==> config.mk <==
export PLATFORM = sky130hd
export DESIGN_NAME = keyed_sprite_outline_flat
export DESIGN_NICKNAME = d
export VERILOG_FILES = /design/src/hw/rtl/ksout_pkg.sv /design/src/hw/rtl/ksout_if.sv /design/src/hw/rtl/ksout_cfg.sv /design/src/hw/rtl/ksout_front.sv /design/src/hw/rtl/ksout_queue.sv /design/src/hw/rtl/ksout_back.sv /design/src/hw/rtl/keyed_sprite_outline.sv /design/src/flat_wrapper.sv
export SDC_FILE = /design/constraint.sdc
export NUM_CORES = 2
export LEC_CHECK = 0
export BUFFER_PORTS_ARGS = -buffer_cell sky130_fd_sc_hd__buf_2
export CAP_MARGIN = 40
export CORE_MARGIN = 4
export CORE_UTILIZATION = 40
export DETAILED_ROUTE_END_ITERATION = 6
export SYNTH_ARGS = -nofsm -noshare
export SYNTH_HDL_FRONTEND = slang
export SYNTH_HIERARCHICAL = 1
export SYNTH_SLANG_ARGS = --single-unit
==> constraint.sdc <==
create_clock -name clk_i -period 16.2 [get_ports clk_i]
set_clock_uncertainty 0.05 [all_clocks]
set_input_delay 3.24 -clock clk_i [delete_from_list [all_inputs] [get_ports clk_i]]
set_output_delay 3.24 -clock clk_i [all_outputs]
set_load 0.01 [all_outputs]
==> src/hw/rtl/ksout_pkg.sv <==
package ksout_pkg;

  localparam int unsigned Q_DEPTH = 4;
  localparam int unsigned Q_PTR_W = 2;
  localparam int unsigned Q_LVL_W = 3;

  localparam logic [10:0] FRAME_WIDTH_RST   = 11'd1024;
  localparam logic [10:0] FRAME_HEIGHT_RST  = 11'd1024;
  localparam logic [31:0] KEY_COLOR_RST     = 32'h00FF_00FF;
  localparam logic [31:0] OUTLINE_COLOR_RST = 32'h0000_0000;

  typedef enum logic [1:0] {
    REG_FRAME_WIDTH   = 2'd0,
    REG_FRAME_HEIGHT  = 2'd1,
    REG_KEY_COLOR     = 2'd2,
    REG_OUTLINE_COLOR = 2'd3
  } reg_idx_e;

  typedef struct packed {
    logic [10:0] frame_width;
    logic [10:0] frame_height;
    logic [31:0] key_color;
    logic [31:0] outline_color;
  } cfg_t;

  typedef struct packed {
    logic [9:0] x;
    logic [9:0] y;
    logic       key;
    logic       up_edge;
    logic       has_up;
    logic       has_own;
    logic       last_col;
  } q_entry_t;

  typedef struct packed {
    logic               valid;
    logic [Q_LVL_W-1:0] level;
  } q_stat_t;

endpackage

==> src/hw/rtl/ksout_if.sv <==
interface ksout_pix_if;
  logic        valid;
  logic        ready;
  logic [31:0] pixel_color;

  modport source (output valid, output pixel_color, input ready);
  modport sink   (input valid, input pixel_color, output ready);
endinterface

interface ksout_res_if;
  logic        valid;
  logic        ready;
  logic [9:0]  out_x;
  logic [9:0]  out_y;
  logic [31:0] out_color;
  logic        is_edge;
  logic        run_last;
  logic        frame_done;

  modport source (output valid, output out_x, output out_y, output out_color,
                  output is_edge, output run_last, output frame_done, input ready);
  modport sink   (input valid, input out_x, input out_y, input out_color,
                  input is_edge, input run_last, input frame_done, output ready);
endinterface

==> src/hw/rtl/ksout_cfg.sv <==
module ksout_cfg
  import ksout_pkg::*;
(
  input  logic        clk_i,
  input  logic        rst_ni,
  input  logic        psel,
  input  logic        penable,
  input  logic        pwrite,
  input  logic [3:0]  paddr,
  input  logic [31:0] pwdata,
  output logic [31:0] prdata,
  output logic        pready,
  output cfg_t        cfg_o
);

  cfg_t     cfg_q;
  reg_idx_e idx;
  logic     wr_en;

  assign idx    = reg_idx_e'(paddr[3:2]);
  assign pready = 1'b1;
  assign wr_en  = psel && penable && pwrite;
  assign cfg_o  = cfg_q;

  always_ff @(posedge clk_i or negedge rst_ni) begin
    if (!rst_ni) begin
      cfg_q.frame_width   <= FRAME_WIDTH_RST;
      cfg_q.frame_height  <= FRAME_HEIGHT_RST;
      cfg_q.key_color     <= KEY_COLOR_RST;
      cfg_q.outline_color <= OUTLINE_COLOR_RST;
    end else if (wr_en) begin
      unique case (idx)
        REG_FRAME_WIDTH:   cfg_q.frame_width   <= pwdata[10:0];
        REG_FRAME_HEIGHT:  cfg_q.frame_height  <= pwdata[10:0];
        REG_KEY_COLOR:     cfg_q.key_color     <= pwdata;
        REG_OUTLINE_COLOR: cfg_q.outline_color <= pwdata;
        default: ;
      endcase
    end
  end

  always_comb begin
    unique case (idx)
      REG_FRAME_WIDTH:   prdata = {21'd0, cfg_q.frame_width};
      REG_FRAME_HEIGHT:  prdata = {21'd0, cfg_q.frame_height};
      REG_KEY_COLOR:     prdata = cfg_q.key_color;
      REG_OUTLINE_COLOR: prdata = cfg_q.outline_color;
      default:           prdata = '0;
    endcase
  end

endmodule

==> src/hw/rtl/ksout_front.sv <==
module ksout_front
  import ksout_pkg::*;
#(
  parameter int unsigned MAX_WIDTH  = 1024,
  parameter int unsigned MAX_HEIGHT = 1024
) (
  input  logic        clk_i,
  input  logic        rst_ni,
  input  cfg_t        cfg_i,
  ksout_pix_if.sink   pix,
  input  q_stat_t     q_stat_i,
  output logic        push_o,
  output q_entry_t    push_data_o
);

  localparam int unsigned CW = $clog2(MAX_WIDTH);
  localparam int unsigned SW = $clog2(MAX_WIDTH + 1);
  localparam int unsigned RW = (MAX_HEIGHT > 1) ? $clog2(MAX_HEIGHT) : 1;
  localparam int unsigned HW = $clog2(MAX_HEIGHT + 1);

  logic prev_mem  [MAX_WIDTH];
  logic older_mem [MAX_WIDTH];

  logic [CW-1:0] col_q, col_d;
  logic [RW-1:0] row_q, row_d;
  logic [SW-1:0] w_val, w_m1;
  logic [HW-1:0] h_val, h_m1;
  logic [CW-1:0] x, x_nx, x_pv;
  logic [RW-1:0] y;
  logic          last_col, first_col, y_last, key, accept;

  logic          b_valid_q;
  logic [CW-1:0] b_x_q;
  logic [9:0]    b_y_q;
  logic          b_key_q, b_last_col_q, b_first_col_q, b_y_pos_q, b_y_one_q, b_y_last_q;
  logic          prev_c_q, prev_r_q, old_c_q, old_l_q;
  logic          hit_c_q, hit_r_q, hit_l_q, fwd_key_q, fwd_cen_q;
  logic          centre, up, right, left, border, up_edge;

  always_comb begin
    if (cfg_i.frame_width == 11'd0) begin
      w_val = SW'(1);
    end else if (32'(cfg_i.frame_width) > 32'(MAX_WIDTH)) begin
      w_val = SW'(MAX_WIDTH);
    end else begin
      w_val = SW'(cfg_i.frame_width);
    end
    if (cfg_i.frame_height == 11'd0) begin
      h_val = HW'(1);
    end else if (32'(cfg_i.frame_height) > 32'(MAX_HEIGHT)) begin
      h_val = HW'(MAX_HEIGHT);
    end else begin
      h_val = HW'(cfg_i.frame_height);
    end
    w_m1 = w_val - SW'(1);
    h_m1 = h_val - HW'(1);
    x    = (SW'(col_q) >= w_val) ? CW'(w_m1) : col_q;
    y    = (HW'(row_q) >= h_val) ? RW'(h_m1) : row_q;
    x_nx = x + CW'(1);
    x_pv = x - CW'(1);
    last_col  = (SW'(x) == w_m1);
    first_col = (x == '0);
    y_last    = (HW'(y) == h_m1);
    if (last_col) begin
      col_d = '0;
      row_d = y_last ? '0 : y + RW'(1);
    end else begin
      col_d = x_nx;
      row_d = y;
    end
  end

  assign key       = (pix.pixel_color == cfg_i.key_color);
  assign pix.ready = (q_stat_i.level + Q_LVL_W'(b_valid_q)) < Q_LVL_W'(Q_DEPTH);
  assign accept    = pix.valid && pix.ready;

  always_ff @(posedge clk_i or negedge rst_ni) begin
    if (!rst_ni) begin
      col_q     <= '0;
      row_q     <= '0;
      b_valid_q <= 1'b0;
    end else begin
      b_valid_q <= accept;
      if (accept) begin
        col_q <= col_d;
        row_q <= row_d;
      end
    end
  end

  always_ff @(posedge clk_i) begin
    if (accept) begin
      b_x_q         <= x;
      b_y_q         <= 10'(y);
      b_key_q       <= key;
      b_last_col_q  <= last_col;
      b_first_col_q <= first_col;
      b_y_pos_q     <= (y != '0);
      b_y_one_q     <= (y == RW'(1));
      b_y_last_q    <= y_last;
      hit_c_q       <= b_valid_q && (b_x_q == x);
      hit_r_q       <= b_valid_q && (b_x_q == x_nx);
      hit_l_q       <= b_valid_q && (b_x_q == x_pv);
      fwd_key_q     <= b_key_q;
      fwd_cen_q     <= centre;
    end
  end

  always_ff @(posedge clk_i) begin
    if (accept) begin
      prev_c_q <= prev_mem[x];
      prev_r_q <= prev_mem[x_nx];
    end
  end

  always_ff @(posedge clk_i) begin
    if (accept) begin
      old_c_q <= older_mem[x];
      old_l_q <= older_mem[x_pv];
    end
  end

  always_ff @(posedge clk_i) begin
    if (b_valid_q) begin
      prev_mem[b_x_q] <= b_key_q;
    end
  end

  always_ff @(posedge clk_i) begin
    if (b_valid_q) begin
      older_mem[b_x_q] <= centre;
    end
  end

  always_comb begin
    centre  = hit_c_q ? fwd_key_q : prev_c_q;
    up      = hit_c_q ? fwd_cen_q : old_c_q;
    right   = b_last_col_q  || (hit_r_q ? fwd_key_q : prev_r_q);
    left    = b_first_col_q || (hit_l_q ? fwd_cen_q : old_l_q);
    border  = b_first_col_q || b_last_col_q || b_y_one_q;
    up_edge = !centre && (border || up || b_key_q || left || right);
  end

  assign push_o               = b_valid_q && (b_y_pos_q || b_y_last_q);
  assign push_data_o.x        = 10'(b_x_q);
  assign push_data_o.y        = b_y_q;
  assign push_data_o.key      = b_key_q;
  assign push_data_o.up_edge  = up_edge;
  assign push_data_o.has_up   = b_y_pos_q;
  assign push_data_o.has_own  = b_y_last_q;
  assign push_data_o.last_col = b_last_col_q;

endmodule

==> src/hw/rtl/ksout_queue.sv <==
module ksout_queue
  import ksout_pkg::*;
(
  input  logic     clk_i,
  input  logic     rst_ni,
  input  logic     push_i,
  input  q_entry_t push_data_i,
  input  logic     pop_i,
  output q_stat_t  stat_o,
  output q_entry_t head_o
);

  q_entry_t           mem_q [Q_DEPTH];
  logic [Q_PTR_W-1:0] wr_ptr_q, rd_ptr_q;
  logic [Q_LVL_W-1:0] level_q;
  logic               do_pop;

  assign do_pop       = pop_i && (level_q != '0);
  assign stat_o.valid = (level_q != '0);
  assign stat_o.level = level_q;
  assign head_o       = mem_q[rd_ptr_q];

  always_ff @(posedge clk_i or negedge rst_ni) begin
    if (!rst_ni) begin
      wr_ptr_q <= '0;
      rd_ptr_q <= '0;
      level_q  <= '0;
    end else begin
      if (push_i) wr_ptr_q <= wr_ptr_q + Q_PTR_W'(1);
      if (do_pop) rd_ptr_q <= rd_ptr_q + Q_PTR_W'(1);
      level_q <= level_q + Q_LVL_W'(push_i) - Q_LVL_W'(do_pop);
    end
  end

  always_ff @(posedge clk_i) begin
    if (push_i) begin
      mem_q[wr_ptr_q] <= push_data_i;
    end
  end

endmodule

==> src/hw/rtl/ksout_back.sv <==
module ksout_back
  import ksout_pkg::*;
(
  input  logic        clk_i,
  input  logic        rst_ni,
  input  cfg_t        cfg_i,
  input  q_stat_t     q_stat_i,
  input  q_entry_t    head_i,
  output logic        pop_o,
  ksout_res_if.source res
);

  logic        valid_q;
  logic        own_phase_q;
  logic        load, emit_up;
  logic [9:0]  x_q, y_q;
  logic [31:0] color_q;
  logic        edge_q, run_last_q, done_q;

  assign load    = (!valid_q || res.ready) && q_stat_i.valid;
  assign emit_up = head_i.has_up && !own_phase_q;
  assign pop_o   = load && (!emit_up || !head_i.has_own);

  always_ff @(posedge clk_i or negedge rst_ni) begin
    if (!rst_ni) begin
      valid_q     <= 1'b0;
      own_phase_q <= 1'b0;
    end else begin
      if (load) begin
        valid_q     <= 1'b1;
        own_phase_q <= emit_up && head_i.has_own;
      end else if (res.ready) begin
        valid_q <= 1'b0;
      end
    end
  end

  always_ff @(posedge clk_i) begin
    if (load) begin
      x_q <= head_i.x;
      if (emit_up) begin
        y_q        <= head_i.y - 10'd1;
        edge_q     <= head_i.up_edge;
        color_q    <= head_i.up_edge ? cfg_i.outline_color : cfg_i.key_color;
        run_last_q <= !head_i.has_own;
        done_q     <= 1'b0;
      end else begin
        y_q        <= head_i.y;
        edge_q     <= !head_i.key;
        color_q    <= head_i.key ? cfg_i.key_color : cfg_i.outline_color;
        run_last_q <= 1'b1;
        done_q     <= head_i.last_col;
      end
    end
  end

  assign res.valid      = valid_q;
  assign res.out_x      = x_q;
  assign res.out_y      = y_q;
  assign res.out_color  = color_q;
  assign res.is_edge    = edge_q;
  assign res.run_last   = run_last_q;
  assign res.frame_done = done_q;

endmodule

==> src/hw/rtl/keyed_sprite_outline.sv <==
// Keyed sprite outline: four-neighbour boundary of a sprite in raster order.
// pix_in takes one 32-bit pixel per beat, rows of frame_width pixels,
// frame_height rows; a pixel equal to key_color is transparent.
// res_out gives one beat per output pixel: row y-1 at column x comes out
// after pixel (x, y) is taken, and pixels of the last row also give their
// own result, so a frame yields exactly width*height beats, run_last set
// on the final beat caused by each pixel and frame_done on the very last.
// Throughput is one pixel per cycle while pix_in ready is high; last-row
// pixels give two output beats each. The first result of a pixel passes
// the classifier register, the queue entry and the output register.
// A four-entry queue decouples the classifier from the output register;
// when res_out stalls the queue fills and pix_in deasserts ready.
// Registers sit on the APB port at 0x0 width, 0x4 height, 0x8 key color,
// 0xC outline color; write them only while the block is idle.
// Reset zeroes the pixel position and restores register defaults; the
// line stores need no clearing pass.
module keyed_sprite_outline
  import ksout_pkg::*;
#(
  parameter int unsigned MAX_WIDTH  = 1024,
  parameter int unsigned MAX_HEIGHT = 1024
) (
  input  logic        clk_i,
  input  logic        rst_ni,
  ksout_pix_if.sink   pix_in,
  ksout_res_if.source res_out,
  input  logic        psel,
  input  logic        penable,
  input  logic        pwrite,
  input  logic [3:0]  paddr,
  input  logic [31:0] pwdata,
  output logic [31:0] prdata,
  output logic        pready
);

  cfg_t     cfg;
  q_stat_t  q_stat;
  q_entry_t push_data, head;
  logic     push, pop;

  ksout_cfg u_cfg (
    .clk_i   (clk_i),
    .rst_ni  (rst_ni),
    .psel    (psel),
    .penable (penable),
    .pwrite  (pwrite),
    .paddr   (paddr),
    .pwdata  (pwdata),
    .prdata  (prdata),
    .pready  (pready),
    .cfg_o   (cfg)
  );

  ksout_front #(
    .MAX_WIDTH  (MAX_WIDTH),
    .MAX_HEIGHT (MAX_HEIGHT)
  ) u_front (
    .clk_i       (clk_i),
    .rst_ni      (rst_ni),
    .cfg_i       (cfg),
    .pix         (pix_in),
    .q_stat_i    (q_stat),
    .push_o      (push),
    .push_data_o (push_data)
  );

  ksout_queue u_queue (
    .clk_i       (clk_i),
    .rst_ni      (rst_ni),
    .push_i      (push),
    .push_data_i (push_data),
    .pop_i       (pop),
    .stat_o      (q_stat),
    .head_o      (head)
  );

  ksout_back u_back (
    .clk_i    (clk_i),
    .rst_ni   (rst_ni),
    .cfg_i    (cfg),
    .q_stat_i (q_stat),
    .head_i   (head),
    .pop_o    (pop),
    .res      (res_out)
  );

endmodule
==> src/flat_wrapper.sv <==
// flat-port wrapper written by rule: the top's interface ports become plain ports
module keyed_sprite_outline_flat import ksout_pkg::*;
#(
  parameter int unsigned MAX_WIDTH  = 1024,
  parameter int unsigned MAX_HEIGHT = 1024
)
  (clk_i, rst_ni, psel, penable, pwrite, paddr, pwdata, prdata, pready, pix_in_valid, pix_in_pixel_color, pix_in_ready, res_out_valid, res_out_out_x, res_out_out_y, res_out_out_color, res_out_is_edge, res_out_run_last, res_out_frame_done, res_out_ready);
  ksout_pix_if pix_in_i ();
  ksout_res_if res_out_i ();
  input  logic clk_i;
  input  logic rst_ni;
  input  logic psel;
  input  logic penable;
  input  logic pwrite;
  input  logic [3:0] paddr;
  input  logic [31:0] pwdata;
  output logic [31:0] prdata;
  output logic pready;
  input wire logic [$bits(pix_in_i.valid)-1:0] pix_in_valid;
  input wire logic [$bits(pix_in_i.pixel_color)-1:0] pix_in_pixel_color;
  output wire logic [$bits(pix_in_i.ready)-1:0] pix_in_ready;
  output wire logic [$bits(res_out_i.valid)-1:0] res_out_valid;
  output wire logic [$bits(res_out_i.out_x)-1:0] res_out_out_x;
  output wire logic [$bits(res_out_i.out_y)-1:0] res_out_out_y;
  output wire logic [$bits(res_out_i.out_color)-1:0] res_out_out_color;
  output wire logic [$bits(res_out_i.is_edge)-1:0] res_out_is_edge;
  output wire logic [$bits(res_out_i.run_last)-1:0] res_out_run_last;
  output wire logic [$bits(res_out_i.frame_done)-1:0] res_out_frame_done;
  input wire logic [$bits(res_out_i.ready)-1:0] res_out_ready;
  assign pix_in_i.valid = pix_in_valid;
  assign pix_in_i.pixel_color = pix_in_pixel_color;
  assign pix_in_ready = pix_in_i.ready;
  assign res_out_valid = res_out_i.valid;
  assign res_out_out_x = res_out_i.out_x;
  assign res_out_out_y = res_out_i.out_y;
  assign res_out_out_color = res_out_i.out_color;
  assign res_out_is_edge = res_out_i.is_edge;
  assign res_out_run_last = res_out_i.run_last;
  assign res_out_frame_done = res_out_i.frame_done;
  assign res_out_i.ready = res_out_ready;
  keyed_sprite_outline #(.MAX_WIDTH(MAX_WIDTH), .MAX_HEIGHT(MAX_HEIGHT)) u_core (.clk_i(clk_i), .rst_ni(rst_ni), .pix_in(pix_in_i), .res_out(res_out_i), .psel(psel), .penable(penable), .pwrite(pwrite), .paddr(paddr), .pwdata(pwdata), .prdata(prdata), .pready(pready));
endmodule
==> impl_results.md <==
* Top cells by count, synth: edfxtp_1 (2238), nand2_1 (1631), nor2_1 (1157)
* Vias per cell at 6.815
* Total clock sinks at 2354
* Failing checks: DRC, slew limit
* Post-DRT Antenna Nets at 0
* Sequential share of the synthesized area at 58.48%
* Fin crit share at 63.19%
* Synth warnings at 6
* Hold buffer count at cts at 0
* Layout Nets at 9360
* CP Launch Type: flip-flop
* WL/cell at 35.89 µm
* Rows at 200
* Total CTS buffers at 246
* Layout Utilization at 45.00%
* Port Buffers at 161
* TritonCTS clock tree: done
* Final Slew Violations at 96
* Worst-path fanout max at 74
* Crit path kind: reg2reg
* Cts repair resizes at 0
* Status: finished, violations left
* Buffers from clock root to sink, at most at 4
* Top-count cell post-synth: edfxtp_1
* Die width at 555.5 µm
* Post-Route WL at 482.5 mm
* EDFF count, synth at 2238
* Ys flop type: edfxtp_1
* Pin count of the biggest net entering global routing at 247
* Max Cap Violations at 0
* Worst EP required at 16850 ps
* Initial antenna violation count at 55
* Syn Inst Count at 9275
* GPL Wtd Cong at 0.9654
* Critical Path End Type: flip-flop
* HP Class: reg2reg
* Min Hold Slack at 420.0 ps
* Synth top area share at 56.04%
* Setup TNS at 0 ps
* Worst-Skew Late Latency at 940 ps
* Largest cells by area after synthesis: edfxtp_1 (56%), mux4_2 (14%), nand2_1 (5.1%)
* First-pass GRT wire length at 668.6 mm
* Number of top-level pins at 165
* Vias in the first global route at 86.63k
* GRT Overall Usage at 30.32%
* Setup violators final at 0
* Slew headroom at -7.127%
* Avg Inst Size Synth at 12.93 µm²
* Yosys top cell by area: edfxtp_1
* Crit path DAT at 10890 ps
* #FFs+latches synth at 2354
* Yosys cell types at 113
* Layout area overhead at 11.65%
* Layout cell share with drive strength beyond 1 at 20.39%
* DR iter-0 viols at 17.31k
* Fmax at 97.68 MHz
* Initial Util at 40.30%
* Hold depth at 0
* Syn Nets at 9384
* Hold Vio Cnt, Final at 0
* Drt first pass iters at 7
* Tightest Pin Transition at 1607 ps
* Post-DP HPWL at 299.0 mm
* H-Tree Depth at 4
* Clock Root Buffer: clkbuf_16
* DRC Markers at 7
* Postcts setup bufs at 0
* Core area at 0.2975 mm²
* Clk slew on worst S/H paths at 60 ps
* Total number of vias at 91.62k
* Die H at 555.5 µm
* Fin crit period at 10240 ps
* R2R cell count at 23
* Asr flop ratio synth at 4.928%
* Unrepaired setup endpoints after global routing: false
* Total die area at 0.3086 mm²
* GRT Residual Overflow at 0
* Mapped cell area at 0.1199 mm²
-- final timing paths --
| check | endpoint | start | slack [ps] |
|---|---|---|---|
| max in group asynchronous | u_core/u_cfg/cfg_o[55]$_DFFE_PN1P_ | rst_ni | 12610 |
| max | u_core/u_front/prev_r_q$_DFFE_PP_ | u_core/u_cfg/cfg_o[85]$_DFFE_PN1P_ | 5960 |
| min in group asynchronous | u_core/u_front/row_q[6]$_DFFE_PN0P_ | rst_ni | 2280 |
| min | u_core/u_queue/mem_q[1][5]$_DFFE_PP_ | u_core/u_front/b_y_q[0]$_DFFE_PP_ | 420 |
| min reg2reg | u_core/u_queue/mem_q[1][5]$_DFFE_PP_ | u_core/u_front/b_y_q[0]$_DFFE_PP_ | 420 |
| max reg2reg | u_core/u_front/prev_r_q$_DFFE_PP_ | u_core/u_cfg/cfg_o[85]$_DFFE_PN1P_ | 5960 |
-- cell usage in the layout, fill, tap and decap left out, drive strengths merged, types with 70 or more instances in the layout --
cell,instances
and3,78
nand3,470
nor3,91
edfxtp,2238
nand2,1631
a21oi,296
buf,528
xnor2,70
dfrtp,98
mux2,169
o22ai,104
nor2,1164
clkinv,101
clkbuf,304
mux4,731
a31oi,126
mux2i,207
o21ai,111
-- state kept, by name, indices dropped and copies added (netlist names), 2 cells and up --
name,count
u_core/u_front/col_q,10
u_core/u_back/res.out_x,10
u_core/u_front/b_x_q,10
u_core/u_back/res.out_y,10
u_core/u_queue/wr_ptr_q,2
u_core/u_front/b_y_q,10
u_core/u_cfg/cfg_o,86
u_core/u_queue/level_q,3
u_core/u_front/row_q,10
u_core/u_front/older_mem,1024
u_core/u_front/prev_mem,1024
u_core/u_back/res.out_color,32
u_core/u_queue/mem_q,100
u_core/u_queue/rd_ptr_q,2
-- metrics by stage --
step / cell area [µm²] / std cells / setup slack, ps
final: 133900 / 13440 / 5963
after global routing: 133800 / 13400 / 6025
after CTS: 133700 / 13390 / 6579
after detailed placement: 125800 / 12940 / 6555
after global placement: 124500 / 12870 / 6437
after floorplan: 119900 / 9275 / 1419
-- metal layers --
layer / GRT usage, % / part of all wire (%) / vias to the layer above
li1: - / - / 35430
met1: 38.48 / 34 / 45740
met3: 11.79 / 16 / 1948
met5: 0 / 0.037 / -
met4: 21.12 / 8.4 / 26
met2: 42.46 / 41 / 8480
-- worst max-delay path, cell delays in order (launching register included) --
cell and delay (ps):
dfstp_2 710, inv_1 290, a41oi_4 200, buf_4 590
inv_4 370, ha_1 390, nand2b_1 100, a31oi_1 160
o221ai_4 480, mux2i_4 350, buf_12 480, inv_16 230
ha_4 460, xnor2_4 720, buf_4 500, nand2_1 750
buf_4 520, o221ai_1 190, a21oi_1 120, o41ai_1 520
a31oi_1 230, a311oi_1 760, o31ai_1 340, o32a_1 250
-- cells by family (layout without fill, tap and decap cells) --
family | after synthesis | count (layout) | share of synthesized area [%]
AND/OR/NAND/NOR | 3684 | 3684 | 12.95
flip-flops | 2354 | 2354 | 58.48
multiplexers | 1107 | 1107 | 17.31
XOR/XNOR | 118 | 118 | 0.8963
AO/OA/AOI/OAI | 1126 | 1126 | 6.356
buffers and inverters | 851 | 1025 | 3.645
other | 1 | 57 | 0.003127
adder cells (fa/ha/maj) | 34 | 34 | 0.3610
-- layout make-up --
cell class	instances	area [µm²]
tap	3939	4928
clock buffer	304	6477
multi-input combinational	6070	45960
inverter	50	224.0
timing repair buffer	529	4607
fill	26470	163600
antenna	56	140.1
clock inverter	142	1424
sequential	2354	70130
Power is not shown: default switching activity piles up to over one toggle a cycle in this logic, so the estimate is an artifact.
